===== src/rtl/prhp_pkg.sv =====
package prhp_pkg;

  localparam int unsigned HASH_CHARS = 56;
  localparam logic [7:0] MAX_DOMAIN_LEN_RESET = 8'd253;
  localparam int unsigned RESULT_DEPTH = 4;

  localparam logic [7:0] CHAR_CR = 8'h0D;
  localparam logic [7:0] CHAR_LF = 8'h0A;
  localparam logic [7:0] CMD_CONNECT = 8'h01;
  localparam logic [7:0] CMD_UDP_ASSOC = 8'h03;
  localparam logic [7:0] ATYP_CODE_IPV4 = 8'h01;
  localparam logic [7:0] ATYP_CODE_DOMAIN = 8'h03;
  localparam logic [7:0] ATYP_CODE_IPV6 = 8'h04;

  localparam logic [2:0] ATYPE_NONE = 3'd0;
  localparam logic [2:0] ATYPE_IPV4 = 3'd1;
  localparam logic [2:0] ATYPE_DOMAIN = 3'd3;
  localparam logic [2:0] ATYPE_IPV6 = 3'd4;

  localparam logic [7:0] IPV4_LEN = 8'd4;
  localparam logic [7:0] IPV6_LEN = 8'd16;

  localparam logic [2:0] ST_OK = 3'd0;
  localparam logic [2:0] ST_INCOMPLETE = 3'd1;
  localparam logic [2:0] ST_BAD_HEX = 3'd2;
  localparam logic [2:0] ST_BAD_CRLF = 3'd3;
  localparam logic [2:0] ST_BAD_CMD = 3'd4;
  localparam logic [2:0] ST_BAD_TYPE = 3'd5;
  localparam logic [2:0] ST_BAD_LEN = 3'd6;

  localparam logic KIND_ADDR = 1'b0;
  localparam logic KIND_REPORT = 1'b1;

  typedef struct packed {
    logic        result_kind;
    logic [2:0]  status;
    logic [7:0]  command;
    logic [2:0]  addr_type;
    logic [7:0]  addr_byte;
    logic [7:0]  addr_index;
    logic [15:0] port;
    logic [8:0]  consumed;
    logic        last_of_run;
  } result_t;

  function automatic logic is_hex(input logic [7:0] b);
    return ((b >= 8'h30) && (b <= 8'h39)) || ((b >= 8'h41) && (b <= 8'h46)) ||
           ((b >= 8'h61) && (b <= 8'h66));
  endfunction

endpackage


===== src/rtl/proxy_request_header_parser.sv =====
// Parses a proxy request header one byte per input word: the hash characters, CR LF, the
// command, the address type, the optional domain length, the address, the big-endian port
// and the closing CR LF. Every address byte gives one address word and the header ends in one
// report word with the status; a byte marked last that ends no header adds an incomplete
// report. A byte is taken every cycle while the four-entry result queue has room for the two
// words one byte can cause, so input runs at one byte per cycle as long as the output side
// takes a word per cycle; the phase registers and result queue are updated at the edge where
// a byte is taken. A byte taken with first_byte_i set clears all parse state first.
module proxy_request_header_parser (
  input  logic        clk_i,
  input  logic        rst_ni,
  input  logic        cfg_we_i,
  input  logic [7:0]  cfg_data_i,
  input  logic        in_valid_i,
  output logic        in_ready_o,
  input  logic        first_byte_i,
  input  logic [7:0]  data_byte_i,
  input  logic        last_byte_i,
  output logic        out_valid_o,
  input  logic        out_ready_i,
  output logic        result_kind_o,
  output logic [2:0]  status_o,
  output logic [7:0]  command_o,
  output logic [2:0]  addr_type_o,
  output logic [7:0]  addr_byte_o,
  output logic [7:0]  addr_index_o,
  output logic [15:0] port_o,
  output logic [8:0]  consumed_o,
  output logic        last_of_run_o
);
  import prhp_pkg::*;

  typedef enum logic [3:0] {
    PH_HASH  = 4'd0,
    PH_CR1   = 4'd1,
    PH_LF1   = 4'd2,
    PH_CMD   = 4'd3,
    PH_ATYPE = 4'd4,
    PH_DLEN  = 4'd5,
    PH_ADDR  = 4'd6,
    PH_PORTH = 4'd7,
    PH_PORTL = 4'd8,
    PH_CR2   = 4'd9,
    PH_LF2   = 4'd10
  } phase_e;

  localparam int unsigned PtrW = $clog2(RESULT_DEPTH);
  localparam int unsigned CntW = $clog2(RESULT_DEPTH + 1);

  logic [7:0] max_len_q;

  phase_e     phase_q, phase_d, phase_c;
  logic [7:0] field_cnt_q, field_cnt_d, field_cnt_c;
  logic [8:0] byte_total_q, byte_total_d, byte_total_c;
  logic [7:0] command_q, command_d, command_c;
  logic [2:0] atype_q, atype_d, atype_c;
  logic [7:0] dom_len_q, dom_len_d, dom_len_c;
  logic [7:0] port_hi_q, port_hi_d, port_hi_c;
  logic       finished_q, finished_d, finished_c;

  result_t        fifo_q [RESULT_DEPTH];
  logic [PtrW-1:0] wr_ptr_q, rd_ptr_q;
  logic [CntW-1:0] count_q, count_d;

  logic      in_acc, out_acc;
  logic      has_addr, has_rep;
  logic [2:0] err, rep_status;
  logic      ok_final;
  logic [1:0] push;
  result_t   res_addr, res_rep, entry0;

  assign in_acc  = in_valid_i && in_ready_o;
  assign out_acc = out_valid_o && out_ready_i;

  always_comb begin
    phase_c      = first_byte_i ? PH_HASH : phase_q;
    field_cnt_c  = first_byte_i ? 8'd0 : field_cnt_q;
    byte_total_c = first_byte_i ? 9'd0 : byte_total_q;
    command_c    = first_byte_i ? 8'd0 : command_q;
    atype_c      = first_byte_i ? ATYPE_NONE : atype_q;
    dom_len_c    = first_byte_i ? 8'd0 : dom_len_q;
    port_hi_c    = first_byte_i ? 8'd0 : port_hi_q;
    finished_c   = first_byte_i ? 1'b0 : finished_q;

    phase_d      = phase_c;
    field_cnt_d  = field_cnt_c;
    byte_total_d = byte_total_c;
    command_d    = command_c;
    atype_d      = atype_c;
    dom_len_d    = dom_len_c;
    port_hi_d    = port_hi_c;
    finished_d   = finished_c;
    err          = ST_OK;
    has_addr     = 1'b0;
    ok_final     = 1'b0;

    if (!finished_c) begin
      if (byte_total_c != 9'h1FF) begin
        byte_total_d = byte_total_c + 9'd1;
      end
      unique case (phase_c)
        PH_HASH: begin
          if (!is_hex(data_byte_i)) begin
            err = ST_BAD_HEX;
          end else if ({1'b0, field_cnt_c} + 9'd1 >= 9'(HASH_CHARS)) begin
            field_cnt_d = 8'd0;
            phase_d     = PH_CR1;
          end else begin
            field_cnt_d = field_cnt_c + 8'd1;
          end
        end
        PH_CR1: begin
          if (data_byte_i != CHAR_CR) err = ST_BAD_CRLF;
          else phase_d = PH_LF1;
        end
        PH_LF1: begin
          if (data_byte_i != CHAR_LF) err = ST_BAD_CRLF;
          else phase_d = PH_CMD;
        end
        PH_CMD: begin
          command_d = data_byte_i;
          if (data_byte_i != CMD_CONNECT && data_byte_i != CMD_UDP_ASSOC) err = ST_BAD_CMD;
          else phase_d = PH_ATYPE;
        end
        PH_ATYPE: begin
          if (data_byte_i == ATYP_CODE_IPV4) begin
            atype_d     = ATYPE_IPV4;
            dom_len_d   = IPV4_LEN;
            field_cnt_d = 8'd0;
            phase_d     = PH_ADDR;
          end else if (data_byte_i == ATYP_CODE_DOMAIN) begin
            atype_d = ATYPE_DOMAIN;
            phase_d = PH_DLEN;
          end else if (data_byte_i == ATYP_CODE_IPV6) begin
            atype_d     = ATYPE_IPV6;
            dom_len_d   = IPV6_LEN;
            field_cnt_d = 8'd0;
            phase_d     = PH_ADDR;
          end else begin
            err = ST_BAD_TYPE;
          end
        end
        PH_DLEN: begin
          if (data_byte_i == 8'd0 || data_byte_i > max_len_q) begin
            err = ST_BAD_LEN;
          end else begin
            dom_len_d   = data_byte_i;
            field_cnt_d = 8'd0;
            phase_d     = PH_ADDR;
          end
        end
        PH_ADDR: begin
          has_addr = 1'b1;
          if ({1'b0, field_cnt_c} + 9'd1 >= {1'b0, dom_len_c}) begin
            field_cnt_d = 8'd0;
            phase_d     = PH_PORTH;
          end else begin
            field_cnt_d = field_cnt_c + 8'd1;
          end
        end
        PH_PORTH: begin
          port_hi_d = data_byte_i;
          phase_d   = PH_PORTL;
        end
        PH_PORTL: begin
          phase_d = PH_CR2;
        end
        PH_CR2: begin
          if (data_byte_i != CHAR_CR) err = ST_BAD_CRLF;
          else phase_d = PH_LF2;
        end
        PH_LF2: begin
          if (data_byte_i != CHAR_LF) err = ST_BAD_CRLF;
          else ok_final = 1'b1;
        end
        default: begin
          phase_d = PH_HASH;
          err     = ST_BAD_HEX;
        end
      endcase
    end

    has_rep = !finished_c && ((err != ST_OK) || ok_final || last_byte_i);
    if (has_rep) begin
      finished_d = 1'b1;
    end
    priority if (err != ST_OK) begin
      rep_status = err;
    end else if (ok_final) begin
      rep_status = ST_OK;
    end else begin
      rep_status = ST_INCOMPLETE;
    end
  end

  // The low port byte is only needed by the final report, so it is kept outside the phase logic.
  logic [7:0] port_lo_q;

  always_comb begin
    res_addr             = '0;
    res_addr.result_kind = KIND_ADDR;
    res_addr.status      = ST_OK;
    res_addr.command     = command_d;
    res_addr.addr_type   = atype_d;
    res_addr.addr_byte   = data_byte_i;
    res_addr.addr_index  = field_cnt_c;
    res_addr.last_of_run = !has_rep;

    res_rep             = '0;
    res_rep.result_kind = KIND_REPORT;
    res_rep.status      = rep_status;
    res_rep.command     = command_d;
    res_rep.addr_type   = atype_d;
    res_rep.last_of_run = 1'b1;
    if (ok_final) begin
      res_rep.port     = {port_hi_c, port_lo_q};
      res_rep.consumed = byte_total_d;
    end

    entry0 = has_addr ? res_addr : res_rep;
    push   = in_acc ? ({1'b0, has_addr} + {1'b0, has_rep}) : 2'd0;
    count_d = count_q + CntW'(push) - CntW'(out_acc);
  end

  always_ff @(posedge clk_i or negedge rst_ni) begin
    if (!rst_ni) begin
      max_len_q    <= MAX_DOMAIN_LEN_RESET;
      phase_q      <= PH_HASH;
      field_cnt_q  <= 8'd0;
      byte_total_q <= 9'd0;
      command_q    <= 8'd0;
      atype_q      <= ATYPE_NONE;
      dom_len_q    <= 8'd0;
      port_hi_q    <= 8'd0;
      port_lo_q    <= 8'd0;
      finished_q   <= 1'b0;
      wr_ptr_q     <= '0;
      rd_ptr_q     <= '0;
      count_q      <= '0;
    end else begin
      if (cfg_we_i) begin
        max_len_q <= cfg_data_i;
      end
      if (in_acc) begin
        phase_q      <= phase_d;
        field_cnt_q  <= field_cnt_d;
        byte_total_q <= byte_total_d;
        command_q    <= command_d;
        atype_q      <= atype_d;
        dom_len_q    <= dom_len_d;
        port_hi_q    <= port_hi_d;
        finished_q   <= finished_d;
        if (first_byte_i) begin
          port_lo_q <= 8'd0;
        end
        if (!finished_c && phase_c == PH_PORTL) begin
          port_lo_q <= data_byte_i;
        end
      end
      wr_ptr_q <= wr_ptr_q + PtrW'(push);
      rd_ptr_q <= rd_ptr_q + PtrW'(out_acc);
      count_q  <= count_d;
    end
  end

  always_ff @(posedge clk_i) begin
    if (push != 2'd0) begin
      fifo_q[wr_ptr_q] <= entry0;
    end
    if (push == 2'd2) begin
      fifo_q[wr_ptr_q + PtrW'(1)] <= res_rep;
    end
  end

  assign in_ready_o  = (count_q <= CntW'(RESULT_DEPTH - 2));
  assign out_valid_o = (count_q != '0);

  assign result_kind_o = fifo_q[rd_ptr_q].result_kind;
  assign status_o      = fifo_q[rd_ptr_q].status;
  assign command_o     = fifo_q[rd_ptr_q].command;
  assign addr_type_o   = fifo_q[rd_ptr_q].addr_type;
  assign addr_byte_o   = fifo_q[rd_ptr_q].addr_byte;
  assign addr_index_o  = fifo_q[rd_ptr_q].addr_index;
  assign port_o        = fifo_q[rd_ptr_q].port;
  assign consumed_o    = fifo_q[rd_ptr_q].consumed;
  assign last_of_run_o = fifo_q[rd_ptr_q].last_of_run;

  a_count_bound: assert property (@(posedge clk_i) disable iff (!rst_ni)
    count_q <= CntW'(RESULT_DEPTH))
    else $error("result queue overflow");

  a_idle_after_report: assert property (@(posedge clk_i) disable iff (!rst_ni)
    (in_acc && finished_q && !first_byte_i && !out_acc) |=> (count_q == $past(count_q)))
    else $error("byte after report produced a word");

  a_last_finishes: assert property (@(posedge clk_i) disable iff (!rst_ni)
    (in_acc && last_byte_i && (first_byte_i || !finished_q)) |=> finished_q)
    else $error("last byte did not end the header");

  a_domain_bound: assert property (@(posedge clk_i) disable iff (!rst_ni)
    (phase_q == PH_ADDR && !finished_q) |-> (field_cnt_q < dom_len_q))
    else $error("address index ran past the address length");

endmodule


===== config.mk =====
export PLATFORM = sky130hd
export DESIGN_NAME = proxy_request_header_parser
export DESIGN_NICKNAME = d
export VERILOG_FILES = /design/src/rtl/prhp_pkg.sv /design/src/rtl/proxy_request_header_parser.sv
export SDC_FILE = /design/constraint.sdc
export NUM_CORES = 1
export LEC_CHECK = 0
export ABC_CLOCK_PERIOD_IN_PS = 12900
export BUFFER_PORTS_ARGS = -buffer_cell sky130_fd_sc_hd__buf_2
export CAP_MARGIN = 25
export CORE_ASPECT_RATIO = 1.1
export CORE_MARGIN = 10
export CORE_UTILIZATION = 56
export CTS_BUF_LIST = sky130_fd_sc_hd__clkbuf_2 sky130_fd_sc_hd__clkbuf_4 sky130_fd_sc_hd__clkbuf_8
export DETAILED_ROUTE_END_ITERATION = 8
export PLACE_DENSITY = 0.74
export SYNTH_ARGS = -nofsm -noshare
export SYNTH_HDL_FRONTEND = slang
export SYNTH_SLANG_ARGS = --single-unit

===== constraint.sdc =====
create_clock -name clk_i -period 12.9 [get_ports clk_i]
set_input_delay 0.645 -clock clk_i [delete_from_list [all_inputs] [get_ports clk_i]]
set_output_delay 0.645 -clock clk_i [all_outputs]
set_load 0.02 [all_outputs]

==> results.ini, run 1 <==
[sta]
setup_tns_ns = 0
final_max_slew_viol_count = 0
rsz0062_at_grt = false
hold_viol = 0
final.period_utilization_pct = 43.7
setup_viols_final = 0
worst_hold_slack_ns = 0.288
finalClockSkew_ns = 0.0230
fmax_mhz = 178
fin_crit_ns = 5.63
worstMarginPinSlew_ns = 0.979
timing.slew.headroom_pct = 34.7

[clock_network]
htreeDepth = 2
clk_pin_slew_ns = 0.06
cts.repair.resized = 0
cts_setup_buffers = 0
tritoncts = yes
ctsRootBufferMaster = clkbuf_8
clkSinkCount = 300
hold_buffers = 0
clock_latency_at_the_later_pin_of_the_worst_skew_pair_ns = 0.57
tritoncts.num_buffers = 46
clock_path_buffers = 3

[floorplanning]
initial_core_util_pct = 57.2
placeableCoreArea_um2 = 24500
die_y_um = 186
design.die.area_um2 = 31800
row_count = 60
die-width_um = 171
ports_placed_on_the_boundary = 82

[setup_path]
worst_path_largest_cell_delay_ns = 0.74
timing.critical_path.max_delay_family = simple AND/OR/NAND/NOR gates
critical_path.endpoint_type = flip-flop
critPathSlowestCell = nor2b_1
worst-r2r-setup-slack_ns = 7.27
path_cells = inv_1 > ha_1 > nand4_1 > o211ai_1 > o22a_1 > nand2_1 > or4_4 > nor3_2 > nor2_1 > ha_1 > o21ai_1 > or3_1 > nor2b_1 > inv_1 > buf_4 > o32a_1
cp_data_arrival_time_ns = 6.08
critical_path_peak_fanout = 24
worst-setup-path-type = flip-flop to flip-flop
worst_setup_path_start_kind = flip-flop
critPathRequiredTime_ns = 13.34
worst-path-buf-inv = 3

[layout]
layout-drive-gt1-share_pct = 20.1
final_net_count = 1414
num_antenna_cells = 0
syn_to_final_growth_pct = 11.2

[power_and_ir_drop]
leak_pwr_nw = 6.01
powerDensity_nw_per_um2 = 169
worst_ir_drop_vdd_mv = 0.237

[synthesis]
syn-mean-instance-area_um2 = 10.8
share_of_the_synthesized_area_in_the_top_cell_type_pct = 33.4
ys.flop_type = edfxtp_1
syn_nets = 1352
ys.warnings.count = 0
netlist_area_before_placement_um2 = 14000
synth_cell_type_count = 74
synth.ff_latch_count = 300
yosysTopAreaCell = edfxtp_1
synthesis.instances = 1303
cell_with_the_most_instances_after_synthesis = nor2_1
async_reset_ff_share_pct = 24.0
synth-edff-count = 156
most_area_consuming_cells_after_synthesis = edfxtp_1, dfrtp_1, dfxtp_1
synth.cells.most_frequent = nor2_1, edfxtp_1, nand2_1
synth_sequential_area_ratio_pct = 56.5

[grt]
grt_antenna_before_repair = 0
groute.usage.overall_pct = 21.5
top_usage_layer = met2
grt_first_pass_wirelength_um = 54500
grt_max_degree = 73
grt.overflow.total = 0
first_global_vias = 10126
met1_track_demand_over_resource_pct = 28.0
met2_usage_pct = 36.4
grt_use_met3_pct = 3.79

[detailed_routing]
route.detailed.drc = 0
detail-route-antenna-nets = 0
routed_wl_um = 33600
routedWlPerCell_um = 19.7
dr.first_iter.drc_count = 1038
dr.pass1.iters = 6
vias_per_cell = 5.87
detailroute.via_count = 10039

[placed_design]
place_hpwl_um = 21800
place_congestion = 0.957
place.port_buffers = 81

[outcome]
status = finished clean

[hold_path]
min_delay_worst_type = primary input to asynchronous set/reset pin

[job]
number_of_max_cap_violations = 0

==> logic make-up (layout without fill, tap and decap cells) <==
| logic type | after synthesis | after routing | synth area share, % |
|---|---|---|---|
| compound gates | 214 | 214 | 9.14 |
| simple gates | 571 | 571 | 18.1 |
| buf+inv | 115 | 211 | 3.44 |
| xor+xnor | 16 | 16 | 0.998 |
| fa+ha+maj | 26 | 26 | 2.37 |
| mux | 61 | 61 | 9.45 |
| flops | 300 | 300 | 56.5 |
==> final timing paths <==
kind / from / endpoint / depth (start not counted)
max: max_len_q[7] / fifo_q[0][0] / 16
max in group asynchronous: rst_ni / rd_ptr_q[0] / 2
min in group clk_i: cfg_data_i[5] / max_len_q[5] / 3
min: rst_ni / count_q[1] / 2
max reg2reg: max_len_q[7] / fifo_q[0][0] / 16
min reg2reg: fifo_q[3][56] / fifo_q[3][56] / 2
==> cell type report <==
class                   instances  area (um^2)
clock inverters                 9         52.6
clock buffers                  73          892
repair buffers                102          583
flip-flops and latches        300         7940
inverters                      27          101
multi-input cells             888         5660
fillers                      1909         8930
well taps                     310          388
==> per-layer routing <==
layer | vias up | wire length [um]
met3 | 57 | 2550
met2 | 397 | 16700
met1 | 4856 | 13700
li1 | 4729 | -
met4 | 0 | 615
met5 | - | 0
==> placed cells by master, fill, tap and decap left out, types with 11 or more instances in the layout <==
cell type and count:
ha_1 25, clkbuf_8 55, edfxtp_1 156, nor3_1 11, buf_2 81, a22o_1 15, dfxtp_1 72, o21ai_0 51
inv_1 27, a21oi_1 94, nor2_1 317, nand3_1 16, clkbuf_4 19, dfrtp_1 63, nand2_1 128, nor3b_1 11
nor2b_1 17, mux4_2 57, buf_4 19
==> power by group <==
group / internal (mW) / switching (mW)
Clock: 0.439 / 0.361
Sequential: 1.08 / 0.0607
Combinational: 0.266 / 0.431
Total: 1.79 / 0.853
==> sequential cells by signal, indices dropped and copies added, names as in the netlist <==
name          count
atype_q           3
byte_total_q      9
command_q         8
count_q           3
dom_len_q         8
field_cnt_q       8
fifo_q          228
finished_q        1
max_len_q         8
phase_q           4
port_hi_q         8
port_lo_q         8
rd_ptr_q          2
wr_ptr_q          2
==> per-stage QoR <==
step | cell area, um^2 | util, % | total power [mW] | setup slack, ns | std cells
4_1_cts | 15600 | 63.5 | 2.66 | 6.68 | 1707
3_5_place_dp | 14600 | 59.6 | 1.87 | 6.37 | 1625
6_report | 15600 | 63.6 | 2.64 | 7.27 | 1709
3_3_place_gp | 14600 | 59.6 | 1.86 | 6.55 | 1625
2_1_floorplan | 14000 | - | 1.65 | 7.90 | 1303
5_1_grt | 15600 | 63.6 | 2.77 | 6.81 | 1709
(Power assumes the default switching activity.)
==> run 2: changes to the inputs <==
--- a/config.mk
+++ b/config.mk
@@ -5,7 +5,7 @@
 export SDC_FILE = /design/constraint.sdc
 export NUM_CORES = 1
 export LEC_CHECK = 0
-export ABC_CLOCK_PERIOD_IN_PS = 12900
+export ABC_CLOCK_PERIOD_IN_PS = 4630
 export BUFFER_PORTS_ARGS = -buffer_cell sky130_fd_sc_hd__buf_2
 export CAP_MARGIN = 25
 export CORE_ASPECT_RATIO = 1.1
@@ -13,7 +13,7 @@
 export CORE_UTILIZATION = 56
 export CTS_BUF_LIST = sky130_fd_sc_hd__clkbuf_2 sky130_fd_sc_hd__clkbuf_4 sky130_fd_sc_hd__clkbuf_8
 export DETAILED_ROUTE_END_ITERATION = 8
-export PLACE_DENSITY = 0.74
+export PLACE_DENSITY = 0.77
 export SYNTH_ARGS = -nofsm -noshare
 export SYNTH_HDL_FRONTEND = slang
 export SYNTH_SLANG_ARGS = --single-unit
==> constraint.sdc (replaced) <==
create_clock -name clk_i -period 4.63 [get_ports clk_i]
set_input_delay 0.2315 -clock clk_i [delete_from_list [all_inputs] [get_ports clk_i]]
set_output_delay 0.2315 -clock clk_i [all_outputs]
set_load 0.02 [all_outputs]
==> results.ini, run 2 (synthesis gave the netlist of run 1 again) <==
[outcome]
status = finished clean  ; unchanged

[detailed_routing]
dr.first_iter.drc_count = 1099  ; was 1038
routed_wl_um = 34200  ; was 33600 um
vias_per_cell = 5.87  ; about the same
detailroute.via_count = 10349  ; was 10039
detail-route-antenna-nets = 0  ; unchanged
route.detailed.drc = 0  ; unchanged
routedWlPerCell_um = 19.4  ; was 19.7 um
dr.pass1.iters = 5  ; was 6

[hold_path]
min_delay_worst_type = primary input to flip-flop  ; was primary input to asynchronous set/reset pin
cells_on_worst_hold_path = 3
hold_end = max_len_q[1]
hp-start = cfg_we_i

[floorplanning]
design.die.area_um2 = 31800  ; unchanged
placeableCoreArea_um2 = 24500  ; unchanged
initial_core_util_pct = 57.2  ; unchanged
row_count = 60  ; unchanged
die_y_um = 186  ; unchanged
die-width_um = 171  ; unchanged
ports_placed_on_the_boundary = 82  ; unchanged

[sta]
fin_ws_ns = 0.228  ; was 7.27 ns
finalClockSkew_ns = 0.0194  ; was 0.0230 ns
setup_viols_final = 0  ; unchanged
hold_viol = 0  ; unchanged
worstMarginPinSlew_ns = 0.951  ; was 0.979 ns
fmax_mhz = 227  ; was 178 MHz
setup_tns_ns = 0  ; unchanged
fin_crit_ns = 4.40  ; was 5.63 ns
final_max_slew_viol_count = 0  ; unchanged
timing.slew.headroom_pct = 36.6  ; was 34.7%
final.period_utilization_pct = 95.1  ; was 43.7%

[power_and_ir_drop]
p_total_mw = 7.60  ; was 2.64 mW
cell_internal_pwr_mw = 5.16  ; was 1.79 mW
power_frac_seq_pct = 43.2  ; was 43.3%
leak_pwr_nw = 6.25  ; was 6.01 nW
swShare_pct = 32.1  ; was 32.3%
share_comb_of_total_power_pct = 25.4  ; was 26.4%
switching_power_of_the_nets_mw = 2.44  ; was 0.853 mW
worst_ir_drop_vdd_mv = 0.277  ; was 0.237 mV
power.clock.fraction_pct = 31.3  ; was 30.3%
powerDensity_nw_per_um2 = 469  ; was 169 nW/um^2

[setup_path]
worst-r2r-cell-count = 19  ; was 16
worstReg2RegStart = max_len_q[7]  ; unchanged
regToRegEndpoint = count_q[2]  ; was fifo_q[0][0]
cp_data_arrival_time_ns = 4.84  ; was 6.08 ns
critical_path_peak_fanout = 7  ; was 24
critical_path.endpoint_type = flip-flop  ; unchanged
worst-r2r-setup-slack_ns = 0.23  ; was 7.27 ns
worst-setup-path-type = flip-flop to flip-flop  ; unchanged
worst_setup_path_start_kind = flip-flop  ; unchanged
critPathRequiredTime_ns = 5.07  ; was 13.34 ns

[layout]
final_common_cell = nor2_1  ; unchanged
num_antenna_cells = 0  ; unchanged
layout-drive-gt1-share_pct = 22.0  ; was 20.1%
most_flops_register = fifo_q  ; unchanged
syn_to_final_growth_pct = 15.4  ; was 11.2%
largest_reg_flops = 228  ; unchanged
final_cell_mix = nor2_1, edfxtp_1, nand2_1  ; unchanged
final_cell_area_um2 = 16200  ; was 15600 um^2
largest_registers = fifo_q x228, byte_total_q x9  ; unchanged
postLayoutCoreUtil_pct = 66.0  ; was 63.6%
final_net_count = 1464  ; was 1414

[placed_design]
place.port_buffers = 81  ; unchanged
dp_slack_ns = 0.192  ; was 6.37 ns
cell_area_reported_after_detailed_placement_um2 = 15000  ; was 14600 um^2
place_congestion = 0.892  ; was 0.957
place_hpwl_um = 22400  ; was 21800 um

[grt]
grt_antenna_before_repair = 0  ; unchanged
grt_max_degree = 47  ; was 73
first_global_vias = 10440  ; was 10126
grt_first_pass_wirelength_um = 55700  ; was 54500 um
grt.overflow.total = 0  ; unchanged
groute.usage.overall_pct = 22.0  ; was 21.5%

[clock_network]
tritoncts.num_buffers = 47  ; was 46
htreeDepth = 2  ; unchanged
clk_pin_slew_ns = 0.06  ; about the same
clock_latency_at_the_later_pin_of_the_worst_skew_pair_ns = 0.57  ; about the same
clkSinkCount = 300  ; unchanged
tritoncts = yes  ; unchanged
clock_path_buffers = 3  ; unchanged
ctsRootBufferMaster = clkbuf_8  ; unchanged

[job]
number_of_max_cap_violations = 0  ; unchanged

-- run 2: cell types whose count changed in the layout (fill, tap and decap cells not counted), moves of 2 or more --
cell / before / now
inv_6: 0 / 2
clkbuf_8: 55 / 52
bufinv_16: 0 / 2
buf_4: 19 / 39
inv_1: 27 / 23
clkbuf_4: 19 / 23
nor2_4: 2 / 0
buf_12: 0 / 10
dlygate4sd3_1: 0 / 21
clkinvlp_4: 2 / 5
-- run 2: final cells by class --
type / instances / area (um^2)
Clock buffer: 75 / 888
Clock inverter: 12 / 124
Fill cell: 1822 / 8340
Inverter: 27 / 116
Multi-Input combinational cell: 888 / 5650
Sequential cell: 300 / 7940
Tap cell: 310 / 388
Timing Repair Buffer: 151 / 1110
-- run 2: how the worst max path moves through the flow --
stage | start | cells after the start | slack (ns) | endpoint
final | max_len_q[7] | 19 | 0.23 | count_q[2]
after global routing | max_len_q[6] | 19 | -0.02 | count_q[2]
after CTS | max_len_q[7] | 16 | 0.16 | fifo_q[0][0]
after detailed placement | max_len_q[7] | 19 | 0.19 | count_q[2]
after global placement | max_len_q[7] | 16 | 0.32 | fifo_q[0][0]
after floorplan | max_len_q[7] | 17 | 0.05 | fifo_q[2][0]
-- run 2: per-layer routing --
metal | up-vias | wire length, um | GRT usage, %
li1 | 4836 | - | -
met1 | 5061 | 14300 | 28.7
met3 | 56 | 2470 | 4.09
met4 | 0 | 595 | 6.51
met5 | - | 0 | 0
met2 | 396 | 16900 | 36.6
-- run 2: repair_timing --
| action | in CTS | in global routing |
|---|---|---|
| endpoints found under the hold margin | 30 | 0 |
| resized for setup | 0 | 1 |
| buffers inserted | 0 | 5 |
| hold buffers | 21 | 0 |
| endpoints found under the setup margin | 0 | 129 |
-- run 2: critical path, stage by stage (launching register included) --
cell and delay (ns):
dfstp_2 0.52, inv_1 0.05, ha_1 0.31, nand4_1 0.19
o211ai_1 0.27, o22a_1 0.19, nand2_2 0.12, or4_4 0.56
nor3_2 0.21, nor2_1 0.07, ha_1 0.33, buf_4 0.16
nand2_1 0.10, ha_1 0.31, inv_1 0.06, ha_1 0.13
inv_1 0.04, fa_1 0.37, xor2_1 0.16, xnor2_1 0.13
-- run 2: power groups by stage --
| stage | clock [mW] | combinational (mW) | sequential (mW) |
|---|---|---|---|
| 2_1_floorplan | 0 | 1.47 | 3.13 |
| 6_report | 2.38 | 1.93 | 3.29 |
| 5_1_grt | 2.54 | 2.09 | 3.33 |
| 3_5_place_dp | 0 | 1.92 | 3.35 |
| 3_3_place_gp | 0 | 1.82 | 3.39 |
| 4_1_cts | 2.41 | 1.94 | 3.30 |
-- run 2: metrics by stage --
stage	instances	hold WS [ns]
after global routing	1763	0.0372
after global placement	1648	0.293
after CTS	1758	0.00255
after floorplan	1303	-0.0641
after detailed placement	1650	0.303
final	1763	0.0389
==> run 3: changes to the inputs <==
--- a/config.mk
+++ b/config.mk
@@ -10,10 +10,9 @@
 export CAP_MARGIN = 25
 export CORE_ASPECT_RATIO = 1.1
 export CORE_MARGIN = 10
-export CORE_UTILIZATION = 56
+export CORE_UTILIZATION = 30
 export CTS_BUF_LIST = sky130_fd_sc_hd__clkbuf_2 sky130_fd_sc_hd__clkbuf_4 sky130_fd_sc_hd__clkbuf_8
 export DETAILED_ROUTE_END_ITERATION = 8
-export PLACE_DENSITY = 0.77
 export SYNTH_ARGS = -nofsm -noshare
 export SYNTH_HDL_FRONTEND = slang
 export SYNTH_SLANG_ARGS = --single-unit
==> results.ini, run 3 (synthesis gave the netlist of run 1 again) <==
[layout]
syn_to_final_growth_pct = 18.8  ; was 15.4%
layout-drive-gt1-share_pct = 21.9  ; was 22.0%
num_antenna_cells = 0  ; unchanged
most_flops_register = fifo_q  ; unchanged
postLayoutCoreUtil_pct = 35.9  ; was 66.0%
final_cell_mix = nor2_1, edfxtp_1, nand2_1  ; unchanged
fill_cell_instance_count_of_the_final_layout = 4628  ; was 1822
final_common_cell = nor2_1  ; unchanged
largest_registers = fifo_q x228, byte_total_q x9  ; unchanged
largest_reg_flops = 228  ; unchanged
final_cells = 2059  ; was 1763
final_net_count = 1473  ; was 1464

[floorplanning]
initial_core_util_pct = 30.2  ; was 57.2%
ports_placed_on_the_boundary = 82  ; unchanged
die-width_um = 226  ; was 171 um
placeableCoreArea_um2 = 46500  ; was 24500 um^2
row_count = 83  ; was 60
die_y_um = 247  ; was 186 um
design.die.area_um2 = 55900  ; was 31800 um^2

[sta]
worstMarginPinSlew_ns = 0.970  ; was 0.951 ns
hold_viol = 0  ; unchanged
finalClockSkew_ns = 0.0122  ; was 0.0194 ns
final_max_slew_viol_count = 0  ; unchanged
worst_hold_slack_ns = 0.0432  ; was 0.0389 ns
final.period_utilization_pct = 92.8  ; was 95.1%
setup_tns_ns = 0  ; unchanged
fin_crit_ns = 4.30  ; was 4.40 ns
fmax_mhz = 233  ; was 227 MHz
timing.slew.headroom_pct = 35.3  ; was 36.6%
setup_viols_final = 0  ; unchanged
rsz0062_at_grt = false

[detailed_routing]
detail-route-antenna-nets = 0  ; unchanged
dr.pass1.iters = 4  ; was 5
vias_per_cell = 4.95  ; was 5.87
route.detailed.drc = 0  ; unchanged
routed_wl_um = 38500  ; was 34200 um
routedWlPerCell_um = 18.7  ; was 19.4 um
dr.first_iter.drc_count = 607  ; was 1099
detailroute.via_count = 10195  ; was 10349

[job]
number_of_max_cap_violations = 0  ; unchanged

[clock_network]
clk_pin_slew_ns = 0.05  ; was 0.06 ns
clock_path_buffers = 3  ; unchanged
clkSinkCount = 300  ; unchanged
tritoncts.num_buffers = 48  ; was 47
tritoncts = yes  ; unchanged
ctsRootBufferMaster = clkbuf_8  ; unchanged
htreeDepth = 2  ; unchanged
clock_latency_at_the_later_pin_of_the_worst_skew_pair_ns = 0.58  ; was 0.57 ns

[setup_path]
critPathSlowestCell = or4_4  ; unchanged
critical_path.endpoint_type = flip-flop  ; unchanged
worst-setup-path-type = flip-flop to flip-flop  ; unchanged
worst-r2r-cell-count = 15  ; was 19
critPathMostFrequentCell = ha_1  ; unchanged
critPathRequiredTime_ns = 4.93  ; was 5.07 ns
worst_path_largest_cell_delay_ns = 0.56  ; about the same
worst_setup_path_start_kind = flip-flop  ; unchanged
cp_data_arrival_time_ns = 4.60  ; was 4.84 ns
path_cells = inv_1 > ha_1 > nand4_1 > o211ai_1 > o22a_1 > nand2_1 > or4_4 > nor3_2 > nor2_1 > ha_1 > o21ai_1 > or2_2 > nor2b_1 > clkinvlp_4 > buf_12  ; was inv_1 > ha_1 > nand4_1 > o211ai_1 > o22a_1 > nand2_2 > or4_4 > nor3_2 > nor2_1 > ha_1 > buf_4 > nand2_1 > ha_1 > inv_1 > ha_1 > inv_1 > fa_1 > xor2_1 > xnor2_1
critical_path_peak_fanout = 35  ; was 7

[power_and_ir_drop]
p_total_mw = 7.78  ; was 7.60 mW
powerDensity_nw_per_um2 = 466  ; was 469 nW/um^2
leak_pwr_nw = 6.31  ; was 6.25 nW
worst_ir_drop_vdd_mv = 0.199  ; was 0.277 mV

[placed_design]
placed_cells_incl_taps = 1939  ; was 1650
place_hpwl_um = 25800  ; was 22400 um
place_congestion = 0.892  ; about the same
place.port_buffers = 81  ; unchanged

[grt]
groute.usage.overall_pct = 13.8  ; was 22.0%
grt_first_pass_wirelength_um = 60700  ; was 55700 um
first_global_vias = 10401  ; was 10440
grt.overflow.total = 0  ; unchanged
grt_antenna_before_repair = 0  ; unchanged
grt_max_degree = 73  ; was 47

[outcome]
status = finished clean  ; unchanged

[hold_path]
cells_on_worst_hold_path = 2  ; was 3
min_delay_worst_type = primary input to flip-flop  ; unchanged

-- run 3: cell types whose count changed in the layout (fill, tap and decap cells not counted), sizes merged --
cell,change
clkinv,+13
clkbuf,-11
clkinvlp,+2
inv,-3
buf,+7
dlygate4sd3,+1
bufinv,+2
-- run 3: final timing paths --
check                           slack (ns)            end          start
worst max-delay path                  0.33   fifo_q[2][3]   max_len_q[7]
worst min-delay path                  0.04   max_len_q[1]       cfg_we_i
worst max register to register        0.33   fifo_q[2][3]   max_len_q[7]
worst min register to register        0.44  fifo_q[3][56]  fifo_q[3][56]
max in group asynchronous             3.94     phase_q[2]         rst_ni
min in group asynchronous             0.13    rd_ptr_q[0]         rst_ni
-- run 3: what timing repair did --
action,in CTS,in global routing
resized for setup,1,1
setup buffers,0,7
endpoints found under the hold margin,76,0
hold buffers,22,0
setup endpoints to repair,40,51
-- run 3: final cells by class --
class / count / area, um^2 / area share, %
clock inverters: 26 / 224 / 1.34
repair buffers: 159 / 1180 / 7.08
inverters: 27 / 116 / 0.697
multi-input cells: 888 / 5650 / 33.9
well taps: 595 / 744 / 4.46
clock buffers: 64 / 831 / 4.98
flip-flops and latches: 300 / 7940 / 47.6
-- run 3: per-stage QoR --
stage / worst slack [ns] / cell area [um^2]
2_1_floorplan: 0.0533 / 14100
3_3_place_gp: 0.00306 / 15300
3_5_place_dp: -0.151 / 15300
4_1_cts: 0.201 / 16600
5_1_grt: 0.0594 / 16700
6_report: 0.334 / 16700
-- run 3: worst max-delay path, delay by kind of cell (launching register included) --
family	cells	cell delay [ns]
simple gates	7	1.66
compound gates	3	0.64
buf+inv	3	0.59
flops	1	0.51
fa+ha+maj	2	0.59
-- run 3: power by group --
| part | internal [mW] | total [mW] | leakage, nW | switching, mW |
|---|---|---|---|---|
| clock network | 1.40 | 2.46 | 0.545 | 1.07 |
| logic | 0.823 | 2.01 | 2.67 | 1.19 |
| registers | 3.01 | 3.31 | 3.10 | 0.300 |
-- run 3: metal layers --
metal	routed length, um	GRT usage (%)	share of wire, %	up-vias
li1	-	-	-	4854
met1	16600	17.3	43	5026
met2	19500	23.9	51	255
met3	1480	1.85	3.8	60
met4	990	4.82	2.6	0
met5	0	0	0	-
